===== config.mk =====
export PLATFORM = sky130hd
export DESIGN_NAME = hand_defect_gesture_classifier
export DESIGN_NICKNAME = d
export VERILOG_FILES = /design/src/rtl/core/hdgc_pkg.sv /design/src/rtl/core/hdgc_queue.sv /design/src/rtl/core/hdgc_core.sv /design/src/rtl/core/hand_defect_gesture_classifier.sv
export SDC_FILE = /design/constraint.sdc
export NUM_CORES = 2
export LEC_CHECK = 0
export BUFFER_PORTS_ARGS = -buffer_cell sky130_fd_sc_hd__buf_2
export CAP_MARGIN = 20
export CORE_MARGIN = 3
export CORE_UTILIZATION = 25
export CTS_BUF_LIST = sky130_fd_sc_hd__clkbuf_4 sky130_fd_sc_hd__clkbuf_8
export DETAILED_ROUTE_END_ITERATION = 8
export PLACE_DENSITY = 0.43
export SLEW_MARGIN = 30
export SYNTH_ARGS = -nofsm -noshare
export SYNTH_HDL_FRONTEND = slang
export SYNTH_SLANG_ARGS = --single-unit

===== constraint.sdc =====
create_clock -name clk -period 39.6 [get_ports clk]
set_input_delay 7.92 -clock clk [delete_from_list [all_inputs] [get_ports clk]]
set_output_delay 7.92 -clock clk [all_outputs]
set_load 0.005 [all_outputs]

===== src/rtl/core/hdgc_pkg.sv =====
`timescale 1ns / 1ps
`default_nettype none
package hdgc_pkg;
  localparam int CoordBits = 10;
  localparam int FracBits = 4;
  localparam int LenBits = 20;
  localparam int CntBits = 6;
  localparam int RatBits = 16;
  localparam int GesBits = 5;
  localparam int SqBits = 2 * (CoordBits + 1) + 2 * FracBits;
  localparam int RootBits = SqBits / 2 + 1;
  localparam logic [LenBits-1:0] LenMax = '1;
  localparam logic [CntBits-1:0] CntMax = '1;

  typedef struct packed {
    logic [CoordBits-1:0] sx, sy, dx, dy, ex, ey;
    logic                 first, last;
  } item_t;

  typedef enum logic [2:0] {
    ST_IDLE, ST_SQRT1, ST_SQRT2, ST_DIV, ST_CLASS, ST_OUT
  } state_t;

  // smallest of three points and a running bound
  function automatic logic [CoordBits-1:0] min3(input logic [CoordBits-1:0] a,
                                                input logic [CoordBits-1:0] b,
                                                input logic [CoordBits-1:0] c,
                                                input logic [CoordBits-1:0] d);
    logic [CoordBits-1:0] m;
    m = d;
    if (a < m) m = a;
    if (b < m) m = b;
    if (c < m) m = c;
    return m;
  endfunction

  // largest of three points and a running bound
  function automatic logic [CoordBits-1:0] max3(input logic [CoordBits-1:0] a,
                                                input logic [CoordBits-1:0] b,
                                                input logic [CoordBits-1:0] c,
                                                input logic [CoordBits-1:0] d);
    logic [CoordBits-1:0] m;
    m = d;
    if (a > m) m = a;
    if (b > m) m = b;
    if (c > m) m = c;
    return m;
  endfunction

  localparam logic [23:0] LenTab [20][2] = '{
    '{24'd1199845, 24'd1326780}, '{24'd1116180, 24'd1258400},
    '{24'd1076780, 24'd1479030}, '{24'd809532, 24'd1236940},
    '{24'd1590680, 24'd1702310}, '{24'd2046080, 24'd2145040},
    '{24'd2707630, 24'd3040320}, '{24'd2267890, 24'd2689330},
    '{24'd2313590, 24'd2839330}, '{24'd2061970, 24'd2958820},
    '{24'd3203630, 24'd3437650}, '{24'd4181190, 24'd4585060},
    '{24'd4031190, 24'd4287600}, '{24'd3704510, 24'd4285150},
    '{24'd4286150, 24'd4885600}, '{24'd5210350, 24'd5849930},
    '{24'd4803390, 24'd5005010}, '{24'd4700110, 24'd5214100},
    '{24'd7307230, 24'd7508270}, '{24'd8000000, 24'd9529360}};

  localparam logic [20:0] RatTab [20][2] = '{
    '{21'd562814, 21'd664894}, '{21'd508197, 21'd577540},
    '{21'd1005680, 21'd1591670}, '{21'd540373, 21'd800000},
    '{21'd1047120, 21'd1111730}, '{21'd467742, 21'd487903},
    '{21'd1125000, 21'd1416670}, '{21'd941463, 21'd1239520},
    '{21'd798387, 21'd862903}, '{21'd580645, 21'd866935},
    '{21'd612903, 21'd802419}, '{21'd700405, 21'd778226},
    '{21'd713710, 21'd834677}, '{21'd979487, 21'd1250000},
    '{21'd1020580, 21'd1092900}, '{21'd923387, 21'd995968},
    '{21'd931707, 21'd975124}, '{21'd931452, 21'd1000000},
    '{21'd899194, 21'd911290}, '{21'd830645, 21'd927419}};
endpackage
`default_nettype wire


===== src/rtl/core/hdgc_queue.sv =====
`timescale 1ns / 1ps
`default_nettype none
module hdgc_queue (
  input  wire                   clk,
  input  wire                   rst,
  input  wire                   in_valid,
  output logic                  in_ready,
  input  hdgc_pkg::item_t       in_data,
  output logic                  out_valid,
  input  wire                   out_ready,
  output hdgc_pkg::item_t       out_data
);
  hdgc_pkg::item_t mem [2];
  logic wptr, rptr;
  logic [1:0] fill;

  assign in_ready  = fill != 2'd2;
  assign out_valid = fill != 2'd0;
  assign out_data  = mem[rptr];

  always_ff @(posedge clk) begin
    if (in_valid && in_ready) mem[wptr] <= in_data;
    if (rst) begin
      wptr <= 1'b0;
      rptr <= 1'b0;
      fill <= '0;
    end else begin
      if (in_valid && in_ready) wptr <= ~wptr;
      if (out_valid && out_ready) rptr <= ~rptr;
      fill <= fill + {1'b0, in_valid && in_ready} - {1'b0, out_valid && out_ready};
    end
  end
endmodule
`default_nettype wire


===== src/rtl/core/hdgc_core.sv =====
`timescale 1ns / 1ps
`default_nettype none
module hdgc_core (
  input  wire                                 clk,
  input  wire                                 rst,
  input  wire                                 measure_enable,
  input  wire                                 in_valid,
  output logic                                in_ready,
  input  hdgc_pkg::item_t                     in_data,
  output logic                                out_valid,
  input  wire                                 out_ready,
  output logic [hdgc_pkg::GesBits-1:0]        gesture_code,
  output logic [hdgc_pkg::LenBits-1:0]        total_length,
  output logic [hdgc_pkg::RatBits-1:0]        shape_ratio,
  output logic [hdgc_pkg::CntBits-1:0]        defect_total,
  output logic [hdgc_pkg::CoordBits-1:0]      box_min_x,
  output logic [hdgc_pkg::CoordBits-1:0]      box_min_y,
  output logic [hdgc_pkg::CoordBits-1:0]      box_max_x,
  output logic [hdgc_pkg::CoordBits-1:0]      box_max_y
);
  localparam int CB = hdgc_pkg::CoordBits;
  localparam int SB = hdgc_pkg::SqBits;
  localparam int RB = hdgc_pkg::RootBits;
  localparam int LB = hdgc_pkg::LenBits;
  localparam int SqSteps = SB / 2;
  localparam int DivBits = CB + 12;
  localparam int StepW = $clog2(DivBits + 2);

  hdgc_pkg::state_t state, state_next;
  hdgc_pkg::item_t  it;
  logic [CB-1:0] low_x, low_y, high_x, high_y;
  logic [LB-1:0] length_sum;
  logic [hdgc_pkg::CntBits-1:0] defect_count;
  logic [SB-1:0] rem;
  logic [RB-1:0] root;
  logic [RB+1:0] prem;
  logic [StepW-1:0] step;
  logic [DivBits-1:0] quot;
  logic [CB:0] drem;
  logic [hdgc_pkg::GesBits-1:0] gesture;
  logic [hdgc_pkg::RatBits-1:0] ratio;

  // segment square operands
  logic [CB-1:0] ax, ay, bx, by, adx, ady;
  logic [2*CB:0] sumsq;
  logic [SB-1:0] sq;
  assign ax = (state == hdgc_pkg::ST_SQRT1) ? it.sx : it.dx;
  assign ay = (state == hdgc_pkg::ST_SQRT1) ? it.sy : it.dy;
  assign bx = (state == hdgc_pkg::ST_SQRT1) ? it.dx : it.ex;
  assign by = (state == hdgc_pkg::ST_SQRT1) ? it.dy : it.ey;
  assign adx = (ax > bx) ? ax - bx : bx - ax;
  assign ady = (ay > by) ? ay - by : by - ay;
  assign sumsq = (2*CB+1)'({{CB{1'b0}}, adx} * {{CB{1'b0}}, adx}) +
                 (2*CB+1)'({{CB{1'b0}}, ady} * {{CB{1'b0}}, ady});
  assign sq = SB'({sumsq, {(2 * hdgc_pkg::FracBits){1'b0}}});

  // one restoring root digit per cycle
  logic [SB-1:0] src_rem;
  logic [RB-1:0] root_cur;
  logic [RB+1:0] prem_cur, window, rtest, pnext;
  logic          take;
  assign src_rem  = (step == '0) ? sq : rem;
  assign root_cur = (step == '0) ? '0 : root;
  assign prem_cur = (step == '0) ? '0 : prem;
  assign window = {prem_cur[RB-1:0], src_rem[SB-1 -: 2]};
  assign rtest = {root_cur, 2'b01};
  assign take = window >= rtest;
  assign pnext = take ? window - rtest : window;

  // final rounding and add
  logic [RB-1:0] root_inc;
  logic [LB+1:0] sum_adj;
  assign root_inc = (prem > {2'b00, root}) ? root + RB'(1) : root;
  assign sum_adj = {2'b00, length_sum} + (LB+2)'(root_inc);

  // divider step
  logic [CB+1:0] dtry;
  assign dtry = {drem, quot[DivBits-1]} - {2'b00, high_y};

  // classifier
  function automatic logic in_len(input logic [LB-1:0] len, input int k);
    logic [LB+14-1:0] l;
    logic [24+hdgc_pkg::FracBits-1:0] lo, hi;
    l  = (LB+14)'(len) * (LB+14)'(10000);
    lo = {hdgc_pkg::LenTab[k][0], {hdgc_pkg::FracBits{1'b0}}};
    hi = {hdgc_pkg::LenTab[k][1], {hdgc_pkg::FracBits{1'b0}}};
    return (l > (LB+14)'(lo)) && (l < (LB+14)'(hi));
  endfunction

  function automatic logic [1:0] rcmp(input logic [15:0] r, input logic [20:0] t);
    logic [35:0] a, b;
    a = 36'(r) * 36'd1000000;
    b = {3'b000, t, 12'b0};
    return (a > b) ? 2'd1 : ((a < b) ? 2'd2 : 2'd0);
  endfunction

  function automatic logic [4:0] classify(input logic [LB-1:0] len, input logic [5:0] n,
                                          input logic [15:0] r);
    logic [4:0] g;
    logic [4:0] dflt;
    g = 5'd0;
    dflt = 5'd0;
    case (n)
      6'd1: begin
        if (in_len(len, 0)) begin
          if (in_len(len, 1)) g = (rcmp(r, hdgc_pkg::RatTab[1][1]) == 2'd1) ? 5'd1 : 5'd2;
          else if (in_len(len, 2)) g = (rcmp(r, hdgc_pkg::RatTab[2][0]) != 2'd2) ? 5'd3 : 5'd1;
          else if (in_len(len, 3))
            g = (rcmp(r, hdgc_pkg::RatTab[0][1]) == 2'd1 ||
                 rcmp(r, hdgc_pkg::RatTab[0][0]) == 2'd2) ? 5'd4 : 5'd1;
          else g = 5'd1;
        end else if (in_len(len, 1)) begin
          if (in_len(len, 2)) g = (rcmp(r, hdgc_pkg::RatTab[2][0]) != 2'd2) ? 5'd3 : 5'd2;
          else if (in_len(len, 3)) g = (rcmp(r, hdgc_pkg::RatTab[1][1]) != 2'd2) ? 5'd1 : 5'd4;
          else g = 5'd2;
        end else if (in_len(len, 2)) begin
          if (in_len(len, 3)) g = (rcmp(r, hdgc_pkg::RatTab[2][0]) != 2'd2) ? 5'd3 : 5'd4;
          else g = 5'd3;
        end else if (in_len(len, 3)) g = 5'd4;
      end
      6'd2: begin
        if (in_len(len, 4)) g = 5'd5;
        else if (in_len(len, 5)) begin
          if (in_len(len, 9) && rcmp(r, hdgc_pkg::RatTab[5][1]) == 2'd1) g = 5'd10;
          else g = 5'd6;
        end else if (in_len(len, 6) || in_len(len, 7)) begin
          dflt = in_len(len, 6) ? 5'd7 : 5'd8;
          if (in_len(len, 8) && rcmp(r, hdgc_pkg::RatTab[8][1]) != 2'd1) g = 5'd9;
          else if (in_len(len, 9) && rcmp(r, hdgc_pkg::RatTab[9][1]) != 2'd1) g = 5'd10;
          else g = dflt;
        end else if (in_len(len, 8)) begin
          if (in_len(len, 9) && rcmp(r, hdgc_pkg::RatTab[8][0]) == 2'd2) g = 5'd10;
          else g = 5'd9;
        end else if (in_len(len, 9)) g = 5'd10;
      end
      6'd3: begin
        if (in_len(len, 10)) g = 5'd11;
        else if (in_len(len, 11)) begin
          if (in_len(len, 12) && rcmp(r, hdgc_pkg::RatTab[12][0]) != 2'd2) g = 5'd13;
          else g = 5'd12;
        end else if (in_len(len, 13)) g = 5'd14;
        else if (in_len(len, 14)) g = 5'd15;
      end
      6'd4: begin
        if (in_len(len, 15)) g = 5'd16;
        else if (in_len(len, 16)) begin
          if (in_len(len, 17) && rcmp(r, hdgc_pkg::RatTab[16][1]) == 2'd1) g = 5'd18;
          else g = 5'd17;
        end else if (in_len(len, 17)) g = 5'd18;
      end
      6'd5, 6'd6: begin
        if (n == 6'd5 && in_len(len, 18)) g = 5'd19;
        else if (in_len(len, 19)) g = 5'd20;
      end
      default: g = 5'd0;
    endcase
    return g;
  endfunction

  assign in_ready = (state == hdgc_pkg::ST_IDLE);

  always_ff @(posedge clk) begin
    if (rst) state <= hdgc_pkg::ST_IDLE;
    else state <= state_next;
  end

  always_comb begin
    state_next = state;
    case (state)
      hdgc_pkg::ST_IDLE:
        if (in_valid) begin
          if (measure_enable) state_next = hdgc_pkg::ST_SQRT1;
          else state_next = in_data.last ? hdgc_pkg::ST_DIV : hdgc_pkg::ST_IDLE;
        end
      hdgc_pkg::ST_SQRT1, hdgc_pkg::ST_SQRT2: begin
        if (step == StepW'(SqSteps)) begin
          if (state == hdgc_pkg::ST_SQRT1) state_next = hdgc_pkg::ST_SQRT2;
          else state_next = it.last ? hdgc_pkg::ST_DIV : hdgc_pkg::ST_IDLE;
        end
      end
      hdgc_pkg::ST_DIV:
        if (step == StepW'(DivBits + 1)) state_next = hdgc_pkg::ST_CLASS;
      hdgc_pkg::ST_CLASS: state_next = hdgc_pkg::ST_OUT;
      hdgc_pkg::ST_OUT:
        if (out_ready) state_next = hdgc_pkg::ST_IDLE;
      default: state_next = hdgc_pkg::ST_IDLE;
    endcase
  end

  assign out_valid = (state == hdgc_pkg::ST_OUT);

  always_ff @(posedge clk) begin
    if (rst) begin
      low_x <= '1; low_y <= '1; high_x <= '0; high_y <= '0;
      length_sum <= '0; defect_count <= '0; step <= '0;
    end else begin
      case (state)
        hdgc_pkg::ST_IDLE: begin
          step <= '0;
          if (in_valid) begin
            it <= in_data;
            if (in_data.first) begin
              low_x <= hdgc_pkg::min3(in_data.sx, in_data.dx, in_data.ex, '1);
              low_y <= hdgc_pkg::min3(in_data.sy, in_data.dy, in_data.ey, '1);
              high_x <= hdgc_pkg::max3(in_data.sx, in_data.dx, in_data.ex, '0);
              high_y <= hdgc_pkg::max3(in_data.sy, in_data.dy, in_data.ey, '0);
              length_sum <= '0;
              defect_count <= 6'd1;
            end else begin
              low_x <= hdgc_pkg::min3(in_data.sx, in_data.dx, in_data.ex, low_x);
              low_y <= hdgc_pkg::min3(in_data.sy, in_data.dy, in_data.ey, low_y);
              high_x <= hdgc_pkg::max3(in_data.sx, in_data.dx, in_data.ex, high_x);
              high_y <= hdgc_pkg::max3(in_data.sy, in_data.dy, in_data.ey, high_y);
              if (defect_count != hdgc_pkg::CntMax) defect_count <= defect_count + 6'd1;
            end
          end
        end
        hdgc_pkg::ST_SQRT1, hdgc_pkg::ST_SQRT2: begin
          if (step == StepW'(SqSteps)) begin
            length_sum <= sum_adj[LB+1:LB] != 2'b00 ? hdgc_pkg::LenMax : sum_adj[LB-1:0];
            step <= '0;
          end else begin
            step <= step + StepW'(1);
            rem <= {src_rem[SB-3:0], 2'b00};
            prem <= pnext;
            root <= {root_cur[RB-2:0], take};
          end
        end
        hdgc_pkg::ST_DIV: begin
          if (step == '0) begin
            quot <= {high_x, 12'b0};
            drem <= '0;
            step <= step + StepW'(1);
          end else if (step != StepW'(DivBits + 1)) begin
            step <= step + StepW'(1);
            if (!dtry[CB+1]) begin
              drem <= dtry[CB:0];
              quot <= {quot[DivBits-2:0], 1'b1};
            end else begin
              drem <= {drem[CB-1:0], quot[DivBits-1]};
              quot <= {quot[DivBits-2:0], 1'b0};
            end
          end else begin
            if (high_y == '0 || quot[DivBits-1:16] != '0) ratio <= '1;
            else ratio <= quot[15:0];
          end
        end
        hdgc_pkg::ST_CLASS:
          gesture <= measure_enable ? classify(length_sum, defect_count, ratio) : '0;
        default: ;
      endcase
    end
  end

  assign gesture_code = gesture;
  assign total_length = length_sum;
  assign shape_ratio  = ratio;
  assign defect_total = defect_count;
  assign box_min_x = low_x;
  assign box_min_y = low_y;
  assign box_max_x = high_x;
  assign box_max_y = high_y;
endmodule
`default_nettype wire


===== src/rtl/core/hand_defect_gesture_classifier.sv =====
// channel  | valid            | ready            | beat
// in       | in_valid         | in_ready         | one defect
// cfg      | cfg_valid        | cfg_ready        | measure_enable
// out      | out_valid        | out_ready        | one frame result
// a defect is written into the queue, then taken by the back end, which handles it
// in its idle state with measuring off; with it on, two square roots follow, one
// digit a cycle plus a rounding add each; the last defect adds the divider steps,
// a classify state and the result beat, held until out_ready
// reset clears the box, sum, count and register; a two-entry queue holds
// defects while the back end works or the result waits
`timescale 1ns / 1ps
`default_nettype none
module hand_defect_gesture_classifier (
  input  wire        clk,
  input  wire        rst,
  input  wire        cfg_valid,
  output logic       cfg_ready,
  input  wire        cfg_data,
  input  wire        in_valid,
  output logic       in_ready,
  input  wire  [9:0] start_x,
  input  wire  [9:0] start_y,
  input  wire  [9:0] deep_x,
  input  wire  [9:0] deep_y,
  input  wire  [9:0] end_x,
  input  wire  [9:0] end_y,
  input  wire        first_defect,
  input  wire        last_defect,
  output logic       out_valid,
  input  wire        out_ready,
  output logic [4:0] gesture_code,
  output logic [19:0] total_length,
  output logic [15:0] shape_ratio,
  output logic [5:0] defect_total,
  output logic [9:0] box_min_x,
  output logic [9:0] box_min_y,
  output logic [9:0] box_max_x,
  output logic [9:0] box_max_y
);
  logic measure_enable;
  hdgc_pkg::item_t in_item, q_item;
  logic q_valid, q_ready;

  assign cfg_ready = 1'b1;
  always_ff @(posedge clk) begin
    if (rst) measure_enable <= 1'b0;
    else if (cfg_valid) measure_enable <= cfg_data;
  end

  assign in_item = '{sx: start_x, sy: start_y, dx: deep_x, dy: deep_y, ex: end_x, ey: end_y,
                     first: first_defect, last: last_defect};

  hdgc_queue u_queue (
    .clk(clk), .rst(rst), .in_valid(in_valid), .in_ready(in_ready), .in_data(in_item),
    .out_valid(q_valid), .out_ready(q_ready), .out_data(q_item)
  );

  hdgc_core u_core (
    .clk(clk), .rst(rst), .measure_enable(measure_enable),
    .in_valid(q_valid), .in_ready(q_ready), .in_data(q_item),
    .out_valid(out_valid), .out_ready(out_ready),
    .gesture_code(gesture_code), .total_length(total_length), .shape_ratio(shape_ratio),
    .defect_total(defect_total), .box_min_x(box_min_x), .box_min_y(box_min_y),
    .box_max_x(box_max_x), .box_max_y(box_max_y)
  );
endmodule
`default_nettype wire

==> qor.yml <==
status:
  outcome: "complete, no violations"
cells_and_area:
  most-common-layout-cells: "inv_1 (627), ha_1 (585), nand2_1 (351), edfxtp_1 (293), a21oi_1 (253)"
  nFillCells: 17700
  nets: 5613
  design_area_sq_mm: 0.0472
  stdcell_count: 6981
  drive_gt1_frac: 0.110
  layout.cells.most_common: "inv_1"
  syn2layout_area_growth_pct: 12.1
setup_path:
  rrSetupSlack_ps: 25270
  max_stage_delay_ps: 700
  cpMostUsedCell: "fa_1"
  cp.required_ps: 40080
  crit_buf_inv: 8
  worstPathMaxFanout: 40
  crit_path_top_delay_cell: "dfxtp_1"
  critical_path_class: "register to register"
  start_kind: "register"
  worstPathArrival_ps: 14810
  crit_family: "adder cells"
  endpoint_kind: "register"
die:
  core_region_area_sq_mm: 0.166
  die_w_microns: 416
  io_pins: 158
  die_y_microns: 416
  initial_core_util: 0.253
  rows: 149
  dieArea_sq_mm: 0.173
placement:
  placed_cells: 6830
  place_area_sq_mm: 0.0455
  portBuffers: 156
  post-place-ws_ps: 25240
  gp_congestion: 0.900
  dpl.hpwl_microns: 106000
clocking:
  postCtsSetupBuffers: 0
  clock_latency_ps: 770
  cts_buffers: 78
  numClockSinks: 373
  cts_max_path_buffers: 3
  htreeDepth: 3
  cts-root-buf: "clkbuf_8"
  clk_pin_slew_ps: 70
  cts_tree: "built"
  cts.repair.resized: 0
  cts_hold_buf: 0
worst_hold_path:
  hold_path_class: "register to register"
drt:
  wl_microns: 134000
  antenna_left: 0
  drt_iter0_markers: 2079
  dr_total_vias: 34400
  viasPerCell: 4.93
  wl_per_cell_microns: 19.2
  drcViolationCount: 0
  first_pass_iters: 5
global_route:
  gr-usage-all-layers: 0.152
  grt_pass1_vias: 34900
  overflow: 0
  grt_pass1_wl_microns: 208000
  grt_start_max_net_pins: 63
  grt_antenna_before_repair: 14
logic_synthesis:
  yosysTopAreaCellShare: 0.209
  synth-seq-area-share: 0.247
  synth-edff-count: 293
  ys_ff_latch: 373
  yosysWarnings: 0
  synth.distinct_cells: 105
  yosys.area.top_type: "edfxtp_1"
  synth_area_per_cell_sq_um: 9.17
  ys_async_sr_fraction: 0
  synth_nets: 5479
  synth_area_leaders: "edfxtp_1 (21%), ha_1 (17%), fa_1 (11%)"
  syn_inst: 4588
  syn_area_sq_mm: 0.0421
  synthFlopType: "edfxtp_1"
sta:
  finalWorstSetupSlack_ps: 25270
  period_minus_slack_ps: 14330
  setup_viol: 0
  rsz0062_at_grt: "false"
  maxSlewHeadroom: 0.349
  skew_ps: 70.3
  fin_crit_sh: 0.362
  setup_tns_ps: 0
  hold_violations: 0
  worst_slew_pin_slew_ps: 971
  slew_violations: 0
  fmax_ghz: 0.0698
flow_run:
  max_cap_viol_count: 0
==> area by class of cell <==
type | count | area, sq um | share of cell area
Multi-Input combinational cell | 3423 | 28800 | 0.609
Sequential cell | 373 | 10400 | 0.220
Tap cell | 2189 | 2740 | 0.0580
Inverter | 631 | 2370 | 0.0502
Clock buffer | 109 | 1370 | 0.0290
Timing Repair Buffer | 215 | 1250 | 0.0264
Clock inverter | 35 | 297 | 0.00628
Antenna cell | 6 | 15.0 | 0.000318
==> worst register-to-register path, delay by kind of cell, from the launching register on <==
kind / cells / cell delay [ps]
simple gates: 9 / 1480
fa+ha+maj: 10 / 4670
buf+inv: 8 / 1430
mux: 2 / 910
flops: 1 / 700
compound gates: 20 / 4470
xor+xnor: 1 / 480
==> synthesized netlist by cell type, types with 23 or more instances <==
cell and instances:
a21o_1 104, a2111oi_0 25, nor3_1 86, o21bai_1 29, a221oi_1 26, a211o_1 25, nand2_1 351, buf_2 37
a211oi_1 29, nand2b_1 36, or3_1 23, mux2i_1 138, inv_1 628, nor4_1 41, nor2b_1 68, xor2_1 43
mux2_2 78, a31oi_1 39, edfxtp_1 293, nor2_1 243, o31ai_1 26, or2_2 34, fa_1 238, o21a_1 60
clkbuf_1 100, a21oi_1 253, and2_1 28, o211ai_1 44, ha_1 585, nand4_1 76, o21ai_0 216, dfxtp_1 80
nand3_1 94, xnor2_1 75
==> flip-flops by register name (all words and copies together), names as in the netlist, named ones only <==
name / flops
u_core.it: 61
u_queue.mem: 124
u_core.root: 16
u_core.shape_ratio: 16
u_core.box_min_x: 10
u_core.rem: 20
u_queue.fill: 2
u_core.gesture_code: 5
u_queue.rptr: 1
u_core.box_min_y: 10
u_core.box_max_y: 10
u_core.box_max_x: 10
u_core.drem: 11
u_queue.wptr: 1
u_core.total_length: 20
u_core.defect_total: 6
u_core.state: 3
measure_enable: 1
u_core.quot: 22
u_core.step: 5
u_core.prem: 18
==> metrics by stage <==
step,hold WS [ps],utilization
2_1_floorplan,476,-
6_report,508,0.284
3_3_place_gp,489,0.274
3_5_place_dp,498,0.274
5_1_grt,539,0.284
4_1_cts,509,0.284
==> cell families (layout without fill, tap and decap cells) <==
kind of cell,after synthesis,count (layout),synth area share
xor+xnor,120,120,0.0253
flops,373,373,0.247
mux,216,216,0.0537
buf+inv,792,990,0.0721
other cells,1,7,0.0000891
simple gates,1160,1160,0.136
fa+ha+maj,824,824,0.287
compound gates,1102,1102,0.178
==> routing by layer <==
layer / part of all wire / wire length [microns] / GRT usage / vias to the layer above
li1: - / - / - / 16700
met1: 0.47 / 62700 / 0.205 / 16700
met2: 0.45 / 60800 / 0.247 / 779
met3: 0.052 / 6950 / 0.0294 / 196
met4: 0.027 / 3620 / 0.0451 / 12
met5: 0.00057 / 76 / 0 / -
==> path summary, 6_finish.rpt <==
path / startpoint / to / depth (start not counted)
max: u_core.state[0] / u_core.prem[1] / 50
min: u_core.rem[19] / u_core.rem[21] / 2
max reg2reg: u_core.state[0] / u_core.prem[1] / 50
min reg2reg: u_core.rem[19] / u_core.rem[21] / 2
Power is left out: the tool's default activity adds up to more than one toggle a clock period on the data nets, which glitch-free logic cannot reach.
